[src/rtl/cqd_pkg.sv]
// ----------------------------------------------------------------------------
// cqd_pkg
// Shared constants, codes and types of the circular queue with dump.
// ----------------------------------------------------------------------------
package cqd_pkg;

  localparam int DEPTH  = 16;
  localparam int IDX_W  = $clog2(DEPTH);
  localparam int SIZE_W = $clog2(DEPTH + 1);
  localparam int DATA_W = 32;
  localparam int CFG_W  = 5;

  localparam logic [1:0] ACT_ENQUEUE = 2'd0;
  localparam logic [1:0] ACT_DEQUEUE = 2'd1;
  localparam logic [1:0] ACT_DUMP    = 2'd2;
  localparam logic [1:0] ACT_NONE    = 2'd3;

  localparam logic [2:0] ST_ENQUEUED   = 3'd0;
  localparam logic [2:0] ST_DROP_FULL  = 3'd1;
  localparam logic [2:0] ST_DEQUEUED   = 3'd2;
  localparam logic [2:0] ST_DEQ_EMPTY  = 3'd3;
  localparam logic [2:0] ST_DUMP_ITEM  = 3'd4;
  localparam logic [2:0] ST_DUMP_EMPTY = 3'd5;

  typedef enum logic {
    S_IDLE,
    S_DUMP
  } state_t;

  // Control from the sequencer to the result register.
  typedef struct packed {
    logic       imm_vld;     // result without memory data, set on accept
    logic [2:0] imm_status;
    logic       rd_vld;      // memory read data valid this cycle
    logic       rd_dump;     // read belongs to a dump
    logic       rd_last;
  } ctl_t;

endpackage

[src/rtl/cqd_ram.sv]
// ----------------------------------------------------------------------------
// cqd_ram
// Slot store: one write port, one read port, registered read data.
// ----------------------------------------------------------------------------
module cqd_ram (
  input  logic                            clk,
  input  logic                            we,
  input  logic [cqd_pkg::IDX_W-1:0]       waddr,
  input  logic [cqd_pkg::DATA_W-1:0]      wdata,
  input  logic                            re,
  input  logic [cqd_pkg::IDX_W-1:0]       raddr,
  output logic [cqd_pkg::DATA_W-1:0]      rdata
);

  logic [cqd_pkg::DATA_W-1:0] mem [cqd_pkg::DEPTH];

  always_ff @(posedge clk) begin
    if (we) begin
      mem[waddr] <= wdata;
    end
  end

  always_ff @(posedge clk) begin
    if (re) begin
      rdata <= mem[raddr];
    end
  end

endmodule

[src/rtl/cqd_ctrl.sv]
// ----------------------------------------------------------------------------
// cqd_ctrl
// Request sequencer: head/tail pointers, ring size and the dump walk.
// ----------------------------------------------------------------------------
module cqd_ctrl (
  input  logic                            clk,
  input  logic                            rst,
  input  logic                            start,
  input  logic [1:0]                      action,
  input  logic [cqd_pkg::DATA_W-1:0]      push_value,
  input  logic                            ring_size_we,
  input  logic [cqd_pkg::CFG_W-1:0]       ring_size,
  output logic                            busy,
  output logic                            ram_we,
  output logic [cqd_pkg::IDX_W-1:0]       ram_waddr,
  output logic [cqd_pkg::DATA_W-1:0]      ram_wdata,
  output logic                            ram_re,
  output logic [cqd_pkg::IDX_W-1:0]       ram_raddr,
  output cqd_pkg::ctl_t                   ctl
);

  cqd_pkg::state_t state, state_next;

  logic [cqd_pkg::IDX_W-1:0]  head, head_next;
  logic [cqd_pkg::IDX_W-1:0]  tail, tail_next;
  logic [cqd_pkg::IDX_W-1:0]  ptr, ptr_next;
  logic [cqd_pkg::SIZE_W-1:0] size_q, size_cfg;
  logic                       rd_vld, rd_vld_next;
  logic                       rd_dump, rd_dump_next;
  logic                       rd_last, rd_last_next;
  logic                       accept;
  logic                       empty, full;
  logic [cqd_pkg::IDX_W-1:0]  head_inc, tail_inc, ptr_inc;
  logic                       head_inc_last, ptr_inc_last;

  function automatic logic [cqd_pkg::IDX_W-1:0] wrap_inc(
    input logic [cqd_pkg::IDX_W-1:0]  i,
    input logic [cqd_pkg::SIZE_W-1:0] size
  );
    logic [cqd_pkg::SIZE_W-1:0] n;
    n = cqd_pkg::SIZE_W'(i) + cqd_pkg::SIZE_W'(1);
    return (n >= size) ? '0 : n[cqd_pkg::IDX_W-1:0];
  endfunction

  // Clamp the written size into 1..DEPTH.
  always_comb begin
    priority if (ring_size == '0) begin
      size_cfg = cqd_pkg::SIZE_W'(1);
    end else if (int'(ring_size) > cqd_pkg::DEPTH) begin
      size_cfg = cqd_pkg::SIZE_W'(cqd_pkg::DEPTH);
    end else begin
      size_cfg = cqd_pkg::SIZE_W'(ring_size);
    end
  end

  assign head_inc      = wrap_inc(head, size_q);
  assign tail_inc      = wrap_inc(tail, size_q);
  assign ptr_inc       = wrap_inc(ptr, size_q);
  assign head_inc_last = (head_inc == tail);
  assign ptr_inc_last  = (ptr_inc == tail);
  assign empty         = (head == tail);
  assign full          = (tail_inc == head);
  assign busy          = (state != cqd_pkg::S_IDLE) || rd_vld;
  assign accept        = start && !busy;

  // Next state
  always_comb begin
    state_next = state;
    unique case (state)
      cqd_pkg::S_IDLE: begin
        if (accept && action == cqd_pkg::ACT_DUMP && !empty && !head_inc_last) begin
          state_next = cqd_pkg::S_DUMP;
        end
      end
      cqd_pkg::S_DUMP: begin
        if (ptr_inc_last) begin
          state_next = cqd_pkg::S_IDLE;
        end
      end
      default: state_next = cqd_pkg::S_IDLE;
    endcase
  end

  // Outputs and datapath next values
  always_comb begin
    head_next      = head;
    tail_next      = tail;
    ptr_next       = ptr;
    rd_vld_next    = 1'b0;
    rd_dump_next   = 1'b0;
    rd_last_next   = 1'b0;
    ram_we         = 1'b0;
    ram_waddr      = tail;
    ram_wdata      = push_value;
    ram_re         = 1'b0;
    ram_raddr      = head;
    ctl.imm_vld    = 1'b0;
    ctl.imm_status = cqd_pkg::ST_ENQUEUED;
    unique case (state)
      cqd_pkg::S_IDLE: begin
        if (accept) begin
          unique case (action)
            cqd_pkg::ACT_ENQUEUE: begin
              ctl.imm_vld = 1'b1;
              if (full) begin
                ctl.imm_status = cqd_pkg::ST_DROP_FULL;
              end else begin
                ram_we    = 1'b1;
                tail_next = tail_inc;
              end
            end
            cqd_pkg::ACT_DEQUEUE: begin
              if (empty) begin
                ctl.imm_vld    = 1'b1;
                ctl.imm_status = cqd_pkg::ST_DEQ_EMPTY;
              end else begin
                ram_re       = 1'b1;
                rd_vld_next  = 1'b1;
                rd_last_next = 1'b1;
                head_next    = head_inc;
              end
            end
            cqd_pkg::ACT_DUMP: begin
              if (empty) begin
                ctl.imm_vld    = 1'b1;
                ctl.imm_status = cqd_pkg::ST_DUMP_EMPTY;
              end else begin
                // read the head entry now, walk the rest from ptr
                ram_re       = 1'b1;
                rd_vld_next  = 1'b1;
                rd_dump_next = 1'b1;
                rd_last_next = head_inc_last;
                ptr_next     = head_inc;
              end
            end
            cqd_pkg::ACT_NONE: begin
            end
            default: begin
            end
          endcase
        end
      end
      cqd_pkg::S_DUMP: begin
        ram_re       = 1'b1;
        ram_raddr    = ptr;
        rd_vld_next  = 1'b1;
        rd_dump_next = 1'b1;
        rd_last_next = ptr_inc_last;
        ptr_next     = ptr_inc;
      end
      default: begin
      end
    endcase
    ctl.rd_vld  = rd_vld;
    ctl.rd_dump = rd_dump;
    ctl.rd_last = rd_last;
  end

  always_ff @(posedge clk) begin
    if (rst) begin
      state  <= cqd_pkg::S_IDLE;
      head   <= '0;
      tail   <= '0;
      size_q <= cqd_pkg::SIZE_W'(cqd_pkg::DEPTH);
      rd_vld <= 1'b0;
    end else begin
      state  <= state_next;
      rd_vld <= rd_vld_next;
      if (ring_size_we) begin
        size_q <= size_cfg;
        head   <= '0;
        tail   <= '0;
      end else begin
        head <= head_next;
        tail <= tail_next;
      end
    end
  end

  always_ff @(posedge clk) begin
    ptr     <= ptr_next;
    rd_dump <= rd_dump_next;
    rd_last <= rd_last_next;
  end

endmodule

[src/rtl/circular_queue_with_dump.sv]
// ----------------------------------------------------------------------------
// circular_queue_with_dump
// Ring-buffer FIFO of signed 32-bit words with enqueue, dequeue and dump.
// ----------------------------------------------------------------------------
// Usage:
//   A request (action, push_value) is taken at a rising edge with start high
//   and busy low. Every result appears for one cycle with done high, carrying
//   status, item_value and last; the receiver cannot stall it.
//   Enqueue, or any request on an empty queue: result in the cycle after
//   accept, busy stays low, so one request per cycle.
//   Dequeue: result through the slot store read register, then the result
//   register; busy while the read is pending, so the next request waits.
//   Dump of N stored words: one word per cycle from the single read port,
//   each through the slot store read and result registers, last on the final
//   one; busy until the final read has returned.
//   ring_size is written when ring_size_we is high; the user must do so only
//   while idle, which the block does not enforce. The write clamps the size to
//   1..16 and empties the queue without touching data. Reset empties the queue
//   and sets the ring size to 16; the slot store is not cleared.
// ----------------------------------------------------------------------------
module circular_queue_with_dump (
  input  logic                            clk,
  input  logic                            rst,
  input  logic                            start,
  output logic                            busy,
  input  logic [1:0]                      action,
  input  logic signed [31:0]              push_value,
  input  logic                            ring_size_we,
  input  logic [4:0]                      ring_size,
  output logic                            done,
  output logic [2:0]                      status,
  output logic signed [31:0]              item_value,
  output logic                            last
);

  cqd_pkg::ctl_t                  ctl;
  logic                           ram_we, ram_re;
  logic [cqd_pkg::IDX_W-1:0]      ram_waddr, ram_raddr;
  logic [cqd_pkg::DATA_W-1:0]     ram_wdata, ram_rdata;

  cqd_ctrl u_ctrl (
    .clk          (clk),
    .rst          (rst),
    .start        (start),
    .action       (action),
    .push_value   (push_value),
    .ring_size_we (ring_size_we),
    .ring_size    (ring_size),
    .busy         (busy),
    .ram_we       (ram_we),
    .ram_waddr    (ram_waddr),
    .ram_wdata    (ram_wdata),
    .ram_re       (ram_re),
    .ram_raddr    (ram_raddr),
    .ctl          (ctl)
  );

  cqd_ram u_ram (
    .clk   (clk),
    .we    (ram_we),
    .waddr (ram_waddr),
    .wdata (ram_wdata),
    .re    (ram_re),
    .raddr (ram_raddr),
    .rdata (ram_rdata)
  );

  // Result register: memory data when a read returns, else the status-only result.
  always_ff @(posedge clk) begin
    if (rst) begin
      done <= 1'b0;
    end else begin
      done <= ctl.imm_vld || ctl.rd_vld;
    end
  end

  always_ff @(posedge clk) begin
    if (ctl.rd_vld) begin
      status     <= ctl.rd_dump ? cqd_pkg::ST_DUMP_ITEM : cqd_pkg::ST_DEQUEUED;
      item_value <= ram_rdata;
      last       <= ctl.rd_last;
    end else begin
      status     <= ctl.imm_status;
      item_value <= '0;
      last       <= 1'b1;
    end
  end

  a_no_collide: assert property (@(posedge clk) disable iff (rst)
    !(ctl.imm_vld && ctl.rd_vld))
    else $error("status-only result and read data in the same cycle");

  a_read_busy: assert property (@(posedge clk) disable iff (rst)
    ctl.rd_vld |-> busy)
    else $error("read data pending while ready for a request");

  a_single_last: assert property (@(posedge clk) disable iff (rst)
    (done && (status == cqd_pkg::ST_ENQUEUED || status == cqd_pkg::ST_DROP_FULL ||
              status == cqd_pkg::ST_DEQUEUED || status == cqd_pkg::ST_DEQ_EMPTY ||
              status == cqd_pkg::ST_DUMP_EMPTY)) |-> last)
    else $error("single-result request without last");

  // An empty queue gives a status-only result; a stored word comes from the slot store.
  a_dequeue_timing: assert property (@(posedge clk) disable iff (rst)
    (start && !busy && action == cqd_pkg::ACT_DEQUEUE) |-> ##[1:2] done)
    else $error("dequeue result missing");

endmodule

[config.mk]
export PLATFORM = sky130hd
export DESIGN_NAME = circular_queue_with_dump
export DESIGN_NICKNAME = d
export VERILOG_FILES = /design/src/rtl/cqd_pkg.sv /design/src/rtl/cqd_ram.sv /design/src/rtl/cqd_ctrl.sv /design/src/rtl/circular_queue_with_dump.sv
export SDC_FILE = /design/constraint.sdc
export NUM_CORES = 1
export LEC_CHECK = 0
export BUFFER_PORTS_ARGS = -buffer_cell sky130_fd_sc_hd__buf_2
export CAP_MARGIN = 15
export CORE_MARGIN = 4
export CORE_UTILIZATION = 61
export CTS_CLUSTER_SIZE = 40
export DETAILED_ROUTE_END_ITERATION = 6
export PLACE_DENSITY = 0.76
export SYNTH_ARGS = -nofsm -noshare
export SYNTH_HDL_FRONTEND = slang
export SYNTH_HIERARCHICAL = 1
export SYNTH_SLANG_ARGS = --single-unit
[constraint.sdc]
create_clock -name clk -period 7.75 [get_ports clk]
set_input_delay 1.55 -clock clk [delete_from_list [all_inputs] [get_ports clk]]
set_output_delay 1.55 -clock clk [all_outputs]
set_load 0.01 [all_outputs]
Yosys cells after proc, flatten, opt, wreduce, memory -nomap -nowiden
Memory sizes are Yosys's and may differ from the RTL's. A register that Yosys moved wholly into a read port is not among the register bits.
Cells that the tools add are included.
{"block": "totals", "memories": 1, "latch_bits": 0, "mem_bits_ro": 0, "ram_bits": 512, "inputBits": 43, "register_bits": 58}
{"block": "op_classes", "n_shift": 0, "order_cmp": 4, "n_reduce_logical": 16, "n_mul": 0, "addsub": 3, "n_mux": 38, "n_bitwise": 3, "div_mod_pow": 0, "n_eq_ne": 9}
{"name": "u_ram.mem", "words": 16, "word_bits": 32, "read_ports": 1, "rd_ports_with_merged_regs": 1, "write_ports": 1, "line": "cqd_ram.sv:15", "rtl": "logic [cqd_pkg::DATA_W-1:0] mem [cqd_pkg::DEPTH];"}
{"cell": "$mux 4", "count": 11}
{"cell": "$eq 4x4->1", "count": 4}
{"cell": "$mux 1", "count": 16}
{"cell": "$add 4x1->5 const B", "count": 3}
{"cell": "$ge 5x5->1", "count": 3}
{"cell": "$pmux 4 s3", "count": 1}
{"cell": "$mux 5", "count": 2}
{"cell": "$pmux 1 s2", "count": 5}
{"cell": "$pmux 4 s2", "count": 1}
{"cell": "$reduce_and 4->1", "count": 2}
{"cell": "$mux 3", "count": 2}
{"cell": "$gt 5x5->1 const B", "count": 1}
{"cell": "$logic_not 5->1", "count": 1}
{"cell": "$logic_and 1x1->1", "count": 4}
{"cell": "$ne 2x1->1 const B", "count": 2}
{"cell": "$reduce_or 2->1", "count": 2}
{"cell": "$logic_not 1->1", "count": 3}
{"cell": "$not 1->1", "count": 3}
{"cell": "$reduce_and 3->1", "count": 1}
{"cell": "$eq 2x1->1 const B", "count": 1}
{"cell": "$eq 2x2->1 const B", "count": 1}
{"cell": "$logic_not 2->1", "count": 1}
{"cell": "$logic_or 1x1->1", "count": 2}
{"cell": "$ne 2x2->1 const B", "count": 1}

Depth between registers and ports, before layout
Gate-level depths: netlist of the first run.
{"block": "logic_depth", "word_depth": 10, "depth_mapped": 11, "depth_no_buf": 10}

By module
Netlist of the first run, hierarchy kept.
{"mod": "cqd_ram", "instances": 1, "area_each_um2": 20155.6, "cells_each": 838}
{"mod": "cqd_ctrl", "instances": 1, "area_each_um2": 2103.3, "cells_each": 255}
{"mod": "circular_queue_with_dump", "instances": 1, "area_each_um2": 1023.5, "cells_each": 80}

Least setup slack after synthesis of the first run
No wires, ideal clock.
{"block": "synth_path", "kind": "input to register", "from": "input port start", "to": "memory u_ram/mem[0][0] in the netlist's numbering, enable pin", "path_slack_ns": 2.085, "arrival_ns": 5.204, "cell_stages": 5, "setup_time_ns": 0.461, "required_ns": 7.289, "path_cell_list": "or3b_1 > buf_2 > a311oi_4 > or3b_2 > nor3_1"}
{"block": "synth_between", "elab_chain_len": 5}
{"item": "from (decl)", "line": "circular_queue_with_dump.sv:24", "rtl": "input logic start,"}
{"item": "$logic_and 1x1->1", "line": "cqd_ctrl.sv:64", "rtl": "assign accept = start && !busy;"}
{"item": "$mux 1", "line": "cqd_ctrl.sv:101", "rtl": "if (accept) begin"}
{"item": "$mux 1", "line": "cqd_ctrl.sv:99", "rtl": "unique case (state)"}
{"item": "named net ram_we", "line": "circular_queue_with_dump.sv:37", "rtl": "logic ram_we, ram_re;"}
{"item": "$mux 1", "line": "cqd_ram.sv:18", "rtl": "if (we) begin"}
{"item": "$mux 1 (not written as such)", "line": "cqd_ram.sv:19", "rtl": "mem[waddr] <= wdata;"}
{"item": "to (decl)", "line": "cqd_ram.sv:15"}
The timed path passes the listed nets, and every way through them passes these cells.

Worst setup path in the final report of the first run
{"block": "layout_path", "from": "register u_ctrl.tail, in the netlist u_ctrl/ram_waddr[0]", "to": "memory u_ram/mem[6][21] in the netlist's numbering, enable pin"}
{"block": "layout_between", "elab_chain_len": 10}
{"item": "from (decl)", "line": "cqd_ctrl.sv:25", "rtl": "logic [cqd_pkg::IDX_W-1:0] tail, tail_next;"}
{"item": "from (signal assigned)", "line": "cqd_ctrl.sv:175", "rtl": "tail <= tail_next;"}
{"item": "$add 4x1->5 *", "line": "cqd_ctrl.sv:41", "rtl": "n = cqd_pkg::SIZE_W'(i) + cqd_pkg::SIZE_W'(1);"}
{"item": "$ge 5x5->1", "line": "cqd_ctrl.sv:42", "rtl": "return (n >= size) ? '0 : n[cqd_pkg::IDX_W-1:0];"}
{"item": "$mux 4 *", "line": "cqd_ctrl.sv:42"}
{"item": "$eq 4x4->1 *", "line": "cqd_ctrl.sv:62", "rtl": "assign full = (tail_inc == head);"}
{"item": "$mux 1 *", "line": "cqd_ctrl.sv:105", "rtl": "if (full) begin"}
{"item": "$mux 1 *", "line": "cqd_ctrl.sv:102", "rtl": "unique case (action)"}
{"item": "$mux 1 *", "line": "cqd_ctrl.sv:101"}
{"item": "$mux 1 *", "line": "cqd_ctrl.sv:99"}
{"item": "named net ram_we", "line": "circular_queue_with_dump.sv:37"}
{"item": "$mux 1 *", "line": "cqd_ram.sv:18"}
{"item": "$mux 1 (not written as such) *", "line": "cqd_ram.sv:19"}
Mark *: on every way through the listed nets, which the timed path passes. The rest lies on a longest branch.

==> flow_summary.json, run 1 <==
{
  "coreArea_um2": 37670,
  "groute.usage.overall_pct": 22.74,
  "floorplan.rows": 71,
  "setup_viol": 0,
  "worst_slew_margin_rel_pct": 19.30,
  "final_nets": 1305,
  "worst_r2r_startpoint": "u_ctrl/ram_waddr[0]",
  "synth_enable_flop_cells": 548,
  "synth_top_flop_cell": "sky130_fd_sc_hd__edfxtp_1",
  "cts_tree": "yes",
  "total_clock_sinks": 602,
  "io-pin-count": 81,
  "cp_cell_sequence": "ha_1, xor2_2, ha_1, a21oi_1, o21ai_1, a211oi_2, xnor2_1, a311oi_4, nand3b_1, nor2_4",
  "cellPowerDensity_nw_per_um2": 246.3,
  "post_synth_instance_area_um2": 23280,
  "count_of_cells_along_the_worst_register_to_register_path": 10,
  "cts-buffers-inserted": 58,
  "post_layout_nonfiller_instances": 1800,
  "dp_cells": 1688,
  "cts-resized-gates": 0,
  "total_power_w": 0.006398,
  "place.gp.congestion": 0.8860,
  "wire_length_of_the_first_global_routing_pass_mm": 70.49,
  "clk_root_buffer_cell": "sky130_fd_sc_hd__clkbuf_16",
  "fin_setup_tns_ns": 0,
  "hold_path_startpoint": "u_ctrl/rd_last",
  "yosysWarningCount": 6,
  "holdPathStages": 1,
  "drive_above_1_share_pct": 26.76,
  "ctsLongestPathBuffers": 3,
  "avgSynthCellArea_um2": 19.85,
  "buffer_ports.inserted": 80,
  "antenna_found_initial": 1,
  "synth-async-reset-ratio_pct": 0,
  "seq_area_frac_synth_pct": 75.32,
  "area_growth_syn_to_layout_pct": 11.59,
  "dieHeight_um": 203.4,
  "initial_core_util_pct": 61.81,
  "crit_path_start": "u_ctrl/ram_waddr[0]",
  "drt_iter0_drc": 1003,
  "route.detailed.vias_per_inst": 6.204,
  "endpoint_kind": "flop",
  "fin_skew_ns": 0.01604,
  "grt_start_max_net_pins": 57,
  "floorplan.die.width_um": 203.4,
  "required_ns": 7.95,
  "layout_setup_ws_ns": 2.806,
  "postCtsHoldBufs": 0,
  "wirelength_mm": 46.03,
  "dr_total_vias": 11170,
  "crit_type": "flop to flop",
  "min_period_over_period_pct": 63.80,
  "global_route.overflow_total": 0,
  "finalHoldViolations": 0,
  "h_tree_depth_reported_by_cts": 2,
  "regToRegEndpoint": "u_ram/mem[6][21]",
  "critical_path.most_common_cell": "sky130_fd_sc_hd__ha_1",
  "mostFrequentLayoutCell": "sky130_fd_sc_hd__edfxtp_1",
  "worst_hold_path.endpoint": "last",
  "max_slew.worst_pin.slew_ns": 1.208,
  "clkLatencyLatePin_ns": 0.60,
  "final-max-slew-violation-count": 0,
  "cp-start-kind": "flop",
  "diodes": 0,
  "ys_seq_elements": 602,
  "drt.antenna.violating_nets": 0,
  "synth_nets": 1238,
  "power.static_leakage_nw": 8.416,
  "floorplan.die_area_um2": 41360,
  "timing.final.crit_period_ns": 4.944,
  "detail_route.wl_per_cell_um": 25.57,
  "firstDrtPassIters": 7,
  "internal_reg_to_reg_setup_slack_ns": 2.81,
  "worst_hold_path_type": "flop to flop",
  "unrepaired_setup_endpoints_after_global_routing": "no",
  "syn_inst": 1173,
  "max_cap_violations": 0,
  "cts.clk_slew.worst_paths_ns": 0.06,
  "run_status": "finished clean",
  "synthDistinctLibCells": 53,
  "upper_clock_frequency_limit_mhz": 202.3,
  "timing.critical_path.slowest_cell_delay_ns": 1.05,
  "critical_path_arrival_ns": 5.15,
  "minimum_setup_slack_after_placement_ns": 2.475,
  "grt_pass1_vias": 11520,
  "cts.repair_timing.setup_buffer_count": 0,
  "final_cell_mix": "sky130_fd_sc_hd__edfxtp_1 (548), sky130_fd_sc_hd__mux4_2 (128), sky130_fd_sc_hd__buf_2 (80), sky130_fd_sc_hd__a22oi_1 (64), sky130_fd_sc_hd__clkbuf_16 (59)",
  "worst_path_max_delay_cell": "sky130_fd_sc_hd__nor2_4",
  "hpwlAfterDp_mm": 24.90,
  "crit_fanout": 32,
  "peakVddDrop_v": 0.0002033,
  "post-route-drc-count": 0
}
-- worst max-delay path: cells and delay by family, from the launching register on --
kind / cells / cell delay (ns)
and+or+nand+nor: 2 / 1.49
AOI/OAI and AO/OA: 4 / 1.13
DFF: 1 / 0.86
adders and majority gates: 2 / 0.62
xor gates and xnor gates: 2 / 0.41
-- worst max-delay path by stage --
stage	to	depth (start not counted)	slack, ns
after floorplan	u_ram/mem[0][0]	5	2.08
after global placement	u_ram/mem[8][7]	11	2.63
after detailed placement	u_ram/mem[8][7]	11	2.48
after CTS	u_ram/mem[8][9]	11	2.47
after global routing	u_ram/mem[6][21]	10	2.57
final	u_ram/mem[6][21]	10	2.81
-- kinds of logic (layout without fill, tap and decap cells) --
logic type                 after synthesis  after routing  share of synthesized area, %
buffers and inverters                  108            224                         2.644
muxes                                  138            138                         12.85
xor gates and xnor gates                16             16                        0.6341
adders and majority gates               22             22                         1.182
DFF                                    602            602                         75.32
AOI/OAI and AO/OA                      115            115                         3.638
and+or+nand+nor                        172            172                         3.724
-- cell usage after synthesis (all sizes together), types with 4 or more instances --
library cell	n	share of area, %
nand2	50	0.81
nand2b	6	0.16
a21o	5	0.16
buf	69	2.0
mux2i	5	0.21
o21ai	10	0.21
nand3	7	0.17
edfxtp	548	71
nor2	33	0.53
mux2	5	0.26
and2	39	1.0
mux4	128	12
ha	22	1.2
nor2b	7	0.19
or2	4	0.11
a22oi	64	2.1
dfxtp	54	4.6
clkbuf	23	0.37
inv	16	0.26
o211ai	5	0.16
nor3	12	0.26
xnor2	10	0.38
xor2	6	0.26
a21oi	11	0.24
a211oi	5	0.18
-- sequential cells by signal (all words and copies together) (netlist names) --
register          cells
done                  1
u_ctrl/rd_dump        1
status                3
u_ram/mem           512
u_ctrl/ram_waddr      4
u_ctrl/head           4
u_ctrl/state          1
u_ctrl/rd_last        1
u_ctrl/size_q         5
u_ram/rdata          32
item_value           32
last                  1
u_ctrl/ptr            4
u_ctrl/rd_vld         1
-- per-layer routing --
metal | track usage, % | share of wire (%) | vias up
li1 | - | - | 4829
met1 | 32.46 | 40 | 5780
met2 | 36.52 | 49 | 461
met3 | 4.802 | 7.8 | 95
met4 | 6.649 | 2.7 | 2
met5 | 0 | 0.043 | -
-- power by group --
group          switching [W]  leakage, nW  internal [W]
clock                0.00115        0.903       0.00159
combinational      0.0000748         2.15     0.0000332
sequential        0.00000401         5.37       0.00355
total                0.00123         8.42       0.00517
-- per-stage QoR --
step                      utilization, %  instance area [um^2]  hold slack (ns)
after global placement             63.82                 24040           0.3954
after floorplan                        -                 23280           0.4261
after global routing               68.98                 25980           0.4185
after CTS                          68.80                 25910           0.4140
after detailed placement           63.82                 24040           0.3977
final                              68.98                 25980           0.4074
-- area by class of cell --
cell class | count | area, um^2
Clock inverter | 32 | 311.5
Timing Repair Buffer | 99 | 586.8
Inverter | 16 | 60.06
Clock buffer | 77 | 1564
Fill cell | 2359 | 11690
Tap cell | 511 | 639.4
Sequential cell | 602 | 17540
Multi-Input combinational cell | 463 | 5283
No activity file was read; power rests on OpenSTA's default activity.
==> run 2: changes to the inputs <==
Clock period 7.75 ns to 4.6 ns, I/O delays scaled along.
==> run 2 against run 1 <==
Routed wire length barely moved. Power rose by 66%. Non-clock buffer count rose by 19. Clock power rose by 62%. Worst setup slack got worse by 2.2 ns. Critical endpoint is now u_ram/mem[10][14]. Largest power group unchanged.
==> flow_summary.json, run 2 (synthesis results as in run 1) <==
{
  "final_core_util_pct": 69.15,
  "h_tree_depth_reported_by_cts": 2,
  "minimum_setup_slack_after_placement_ns": 0.6738,
  "mostFrequentLayoutCell": "sky130_fd_sc_hd__edfxtp_1",
  "critical_path.top_delay_family": "simple AND/OR/NAND/NOR gates",
  "post_layout_nonfiller_instances": 1815,
  "clkLatencyLatePin_ns": 0.60,
  "dieHeight_um": 203.4,
  "clk_root_buffer_cell": "sky130_fd_sc_hd__clkbuf_16",
  "layout_setup_ws_ns": 0.6136,
  "multi_input_comb_area_um2": 5289,
  "buffer_ports.inserted": 80,
  "floorplan.die_area_um2": 41360,
  "timing.final.crit_period_ns": 3.986,
  "critical_path_arrival_ns": 4.27,
  "worst_slew_margin_rel_pct": 26.20,
  "finalHoldViolations": 0,
  "setup_viol": 0,
  "final_hold_slack_ns": 0.4176,
  "cellPowerDensity_nw_per_um2": 407.1,
  "groute.usage.overall_pct": 22.81,
  "cts-buffers-inserted": 55,
  "grt_start_max_net_pins": 60,
  "post-route-drc-count": 0,
  "drt_iter0_drc": 1040,
  "cts-resized-gates": 0,
  "regToRegEndpoint": "u_ram/mem[10][14]",
  "endpoint_kind": "flop",
  "coreArea_um2": 37670,
  "floorplan.rows": 71,
  "worst_r2r_startpoint": "u_ctrl/ram_waddr[1]",
  "worst_path_max_delay_cell": "sky130_fd_sc_hd__nor2_4",
  "grt_pass1_vias": 11600,
  "cts.repair_timing.setup_buffer_count": 0,
  "unrepaired_setup_endpoints_after_global_routing": "no",
  "power.static_leakage_nw": 8.485,
  "global_route.overflow_total": 0,
  "crit_fanout": 22,
  "detail_route.wl_per_cell_um": 25.34,
  "wire_length_of_the_first_global_routing_pass_mm": 70.88,
  "cp_cell_sequence": "buf_4, nand3_2, xor2_1, inv_1, ha_1, and2_1, a211oi_2, xnor2_1, a311oi_4, buf_4, nand3b_1, nor2_4, buf_12",
  "cts.clk_slew.worst_paths_ns": 0.06,
  "initial_core_util_pct": 61.81,
  "worst_hold_path.endpoint": "last",
  "required_ns": 4.88,
  "cp-start-kind": "flop",
  "biggestRegsByFlops": "u_ram/mem (512), item_value (32), u_ram/rdata (32)",
  "dr_total_vias": 11140,
  "internal_reg_to_reg_setup_slack_ns": 0.61,
  "floorplan.die.width_um": 203.4,
  "worst-path-buf-inv": 4,
  "wirelength_mm": 46.00,
  "drive_above_1_share_pct": 27.71,
  "peakVddDrop_v": 0.0003559,
  "place.gp.congestion": 0.8830,
  "fin_skew_ns": 0.01309,
  "postCtsHoldBufs": 0,
  "hpwlAfterDp_mm": 25.82,
  "critical_path_depth": 13,
  "final_nets": 1321,
  "critical_path.most_common_cell": "sky130_fd_sc_hd__buf_4",
  "cts_tree": "yes",
  "final-max-slew-violation-count": 0,
  "crit_type": "flop to flop",
  "ff_latch_area_um2": 17540,
  "ctsLongestPathBuffers": 3,
  "timing.critical_path.slowest_cell_delay_ns": 0.52,
  "holdPathStages": 1,
  "drt.antenna.violating_nets": 0,
  "total_clock_sinks": 602,
  "final_cell_mix": "sky130_fd_sc_hd__edfxtp_1 (548), sky130_fd_sc_hd__mux4_2 (128), sky130_fd_sc_hd__buf_2 (80), sky130_fd_sc_hd__a22oi_1 (64), sky130_fd_sc_hd__clkbuf_16 (57)",
  "min_period_over_period_pct": 86.66,
  "top_register": "u_ram/mem",
  "io-pin-count": 81,
  "fin_setup_tns_ns": 0,
  "route.detailed.vias_per_inst": 6.135,
  "number_of_flip_flops_in_the_largest_register": 512,
  "max_slew.worst_pin.slew_ns": 1.105,
  "fillCellCount": 2342,
  "run_status": "finished clean",
  "dp_cells": 1710,
  "firstDrtPassIters": 5,
  "hold_path_startpoint": "u_ctrl/rd_last",
  "antenna_found_initial": 1,
  "worst_hold_path_type": "flop to flop",
  "count_of_cells_along_the_worst_register_to_register_path": 13,
  "max_cap_violations": 0,
  "upper_clock_frequency_limit_mhz": 250.9,
  "area_growth_syn_to_layout_pct": 11.88
}
## run 2: changes by cell type in the layout (fill, tap and decap cells not counted), sizes merged, moves of 2 or more
cell / delta
clkinvlp: -3
clkinv: -3
bufinv: -2
buf: +19
clkbuf: +2
## run 2: layout make-up
cell class | count | area share (%)
clock buffers | 79 | 6.024
inverters | 16 | 0.2306
diodes | 1 | 0.009607
flip-flops and latches | 602 | 67.33
repair buffers | 118 | 2.824
multi-input cells | 463 | 20.30
well taps | 511 | 2.455
clock inverters | 25 | 0.8262
## run 2: worst max path at each step
stage	from	slack (ns)	endpoint
floorplan	u_ctrl/ram_waddr[0]	-0.65	u_ram/mem[4][0]
global placement	u_ctrl/ram_waddr[1]	0.74	u_ram/mem[9][9]
detailed placement	u_ctrl/ram_waddr[1]	0.67	u_ram/mem[10][7]
CTS	u_ctrl/ram_waddr[1]	0.66	u_ram/mem[10][30]
global route	u_ctrl/ram_waddr[1]	0.36	u_ram/mem[10][14]
finish	u_ctrl/ram_waddr[1]	0.61	u_ram/mem[10][14]
## run 2: power breakdown
part / switching [W] / total [W] / internal, W
combinational: 0.000128 / 0.000186 / 0.0000573
clock: 0.00189 / 0.00444 / 0.00255
sequential: 0.00000553 / 0.00598 / 0.00598
## run 2: routing by layer
metal | track usage [%] | share of wire, % | up-vias
met3 | 3.403 | 6.7 | 72
li1 | - | - | 4864
met5 | 0 | 0 | -
met1 | 32.59 | 41 | 5768
met4 | 7.203 | 2.4 | 0
met2 | 37.39 | 50 | 431
## run 2: per-stage QoR
step	power, W	instance area [um^2]
3_3_place_gp	0.006277	24260
4_1_cts	0.01069	26050
6_report	0.01060	26050
5_1_grt	0.01096	26050
3_5_place_dp	0.006285	24260
2_1_floorplan	0.006224	23290
==> run 3: changes to the inputs <==
Settings changed: CORE_UTILIZATION 61 to 65, PLACE_DENSITY 0.76 to 0.8.
Clock period 4.6 ns to 5.02 ns, I/O delays scaled along.
==> run 3 against run 2 <==
Clock skew rose by 0.0087 ns. Combinational power is essentially flat. Routed wire length is 16% higher. Final cell count fell by 3.0%. Die area shrank 5.9%. Sequential share of layout area is 0.10 points higher. Register-to-register slack about the same. Worst setup slack worse by 0.0042 ns. Count of clock-buffer cells in the layout shrank 2. Non-clock buffer count down 7. Clock power down 4%. Largest power group unchanged.
==> flow_summary.json, run 3 (synthesis results as in run 1) <==
{
  "total_clock_sinks": 602,
  "floorplan.die.width_um": 197.3,
  "setup_viol": 0,
  "cts_tree": "yes",
  "combinationalPowerShare_pct": 1.9,
  "cellPowerDensity_nw_per_um2": 382.1,
  "dieHeight_um": 197.3,
  "finalHoldViolations": 0,
  "wire_length_of_the_first_global_routing_pass_mm": 79.21,
  "grt_use_met2_pct": 44.79,
  "max_slew.worst_pin.slew_ns": 1.083,
  "drt.antenna.violating_nets": 0,
  "h_tree_depth_reported_by_cts": 2,
  "worst_hold_path_type": "flop to flop",
  "final_nets": 1315,
  "mostFrequentLayoutCell": "sky130_fd_sc_hd__edfxtp_1",
  "grt_start_max_net_pins": 60,
  "biggestRegsByFlops": "u_ram/mem (512), item_value (32), u_ram/rdata (32)",
  "endpoint_kind": "flop",
  "crit_fanout": 17,
  "detail_route.wl_per_cell_um": 30.20,
  "unrepaired_setup_endpoints_after_global_routing": "no",
  "cts.clk_slew.worst_paths_ns": 0.06,
  "post-route-drc-count": 0,
  "dr_total_vias": 11900,
  "required_ns": 5.31,
  "cp-start-kind": "flop",
  "drive_above_1_share_pct": 27.89,
  "max_cap_violations": 0,
  "firstDrtPassIters": 6,
  "run_status": "finished clean",
  "io-pin-count": 81,
  "share_clk_of_total_power_pct": 43.0,
  "switching_power_w": 0.001947,
  "number_of_flip_flops_in_the_largest_register": 512,
  "clkLatencyLatePin_ns": 0.60,
  "sequentialPowerShare_pct": 55.2,
  "postCtsHoldBufs": 0,
  "crit_type": "flop to flop",
  "netSwitchingFraction_pct": 19.60,
  "cts-resized-gates": 0,
  "buffer_ports.inserted": 80,
  "coreArea_um2": 35480,
  "cts.repair_timing.setup_buffer_count": 0,
  "floorplan.rows": 69,
  "grt_pass1_vias": 11760,
  "fin_skew_ns": 0.02175,
  "area_growth_syn_to_layout_pct": 11.70,
  "place.gp.congestion": 0.8982,
  "cts-buffers-inserted": 56,
  "antenna_found_initial": 4,
  "final_cell_mix": "sky130_fd_sc_hd__edfxtp_1 (548), sky130_fd_sc_hd__mux4_2 (128), sky130_fd_sc_hd__buf_2 (80), sky130_fd_sc_hd__a22oi_1 (64), sky130_fd_sc_hd__clkbuf_16 (57)",
  "power.static_leakage_nw": 8.493,
  "upper_clock_frequency_limit_mhz": 226.7,
  "total_power_w": 0.009936,
  "final_cell_area_um2": 26010,
  "grt_util_met1_pct": 40.86,
  "worst_slew_margin_rel_pct": 27.65,
  "ctsLongestPathBuffers": 3,
  "wirelength_mm": 53.18,
  "global_route.overflow_total": 0,
  "hpwlAfterDp_mm": 29.78,
  "layout_setup_ws_ns": 0.6094,
  "groute.usage.overall_pct": 27.95,
  "clk_root_buffer_cell": "sky130_fd_sc_hd__clkbuf_16",
  "peakVddDrop_v": 0.0003409,
  "critical_path_arrival_ns": 4.70,
  "minimum_setup_slack_after_placement_ns": 0.6681,
  "min_period_over_period_pct": 87.86,
  "top_register": "u_ram/mem",
  "timing.final.crit_period_ns": 4.411,
  "gr-usage-met3_pct": 4.827,
  "p_int_w": 0.007989,
  "initial_core_util_pct": 65.62,
  "placedInstanceArea_um2": 24150,
  "grt.busiest_layer": "met2",
  "drt_iter0_drc": 1558,
  "final-max-slew-violation-count": 0,
  "floorplan.die_area_um2": 38910,
  "route.detailed.vias_per_inst": 6.756
}
[run 3: cell types whose count changed in the layout (fill, tap and decap cells not counted), moves of 3 or more]
cell,change
sky130_fd_sc_hd__buf_4,-7
sky130_fd_sc_hd__inv_6,+3
sky130_fd_sc_hd__clkinv_2,+5
sky130_fd_sc_hd__clkbuf_1,-4
[run 3: final timing paths]
path | startpoint | to | slack, ns | depth (start not counted)
max | u_ctrl/ram_waddr[0] | u_ram/mem[5][24] | 0.61 | 11
min | u_ctrl/rd_dump | status[1] | 0.44 | 1
max reg2reg | u_ctrl/ram_waddr[0] | u_ram/mem[5][24] | 0.61 | 11
min reg2reg | u_ctrl/rd_dump | status[1] | 0.44 | 1
[run 3: worst max-delay path, stage by stage (launching register included)]
cell and delay (ns):
sky130_fd_sc_hd__dfxtp_1 0.54, sky130_fd_sc_hd__ha_1 0.28, sky130_fd_sc_hd__xor2_2 0.23, sky130_fd_sc_hd__ha_1 0.28, sky130_fd_sc_hd__a21oi_1 0.13, sky130_fd_sc_hd__o21ai_1 0.14, sky130_fd_sc_hd__a211oi_2 0.29, sky130_fd_sc_hd__xnor2_1 0.16
sky130_fd_sc_hd__a311oi_4 0.56, sky130_fd_sc_hd__nand3b_1 0.42, sky130_fd_sc_hd__nor2_4 0.72, sky130_fd_sc_hd__buf_4 0.32
[run 3: cell type report]
| cell class | count | area [um^2] |
|---|---|---|
| clock inverters | 29 | 275.3 |
| flip-flops and latches | 602 | 17540 |
| repair buffers | 111 | 683.2 |
| multi-input cells | 463 | 5289 |
| well taps | 461 | 576.8 |
| inverters | 16 | 60.06 |
| fillers | 1940 | 9475 |
| clock buffers | 77 | 1582 |
| diodes | 2 | 5.005 |
[run 3: layer usage]
metal | vias to the layer above | wire [um]
met3 | 118 | 5421
met4 | 4 | 1508
met5 | - | 28
met1 | 6105 | 19690
met2 | 814 | 26540
li1 | 4857 | -
[run 3: power groups by stage]
stage	clock [W]	sequential (W)	combinational, W
finish	0.00427	0.00548	0.000186
global placement	0	0.00559	0.000177
detailed placement	0	0.00559	0.000185
global route	0.00454	0.00548	0.000202
floorplan	0	0.00559	0.000116
CTS	0.00433	0.00548	0.000187
[run 3: per-stage QoR]
stage	instances	hold slack (ns)	utilization, %	TNS (ns)
3_3_place_gp	1653	0.4167	68.05	0
3_5_place_dp	1653	0.4142	68.05	0
6_report	1761	0.4389	73.30	0
5_1_grt	1761	0.4510	73.30	0
4_1_cts	1759	0.4375	73.28	0
2_1_floorplan	1173	0.4261	-	-21.29
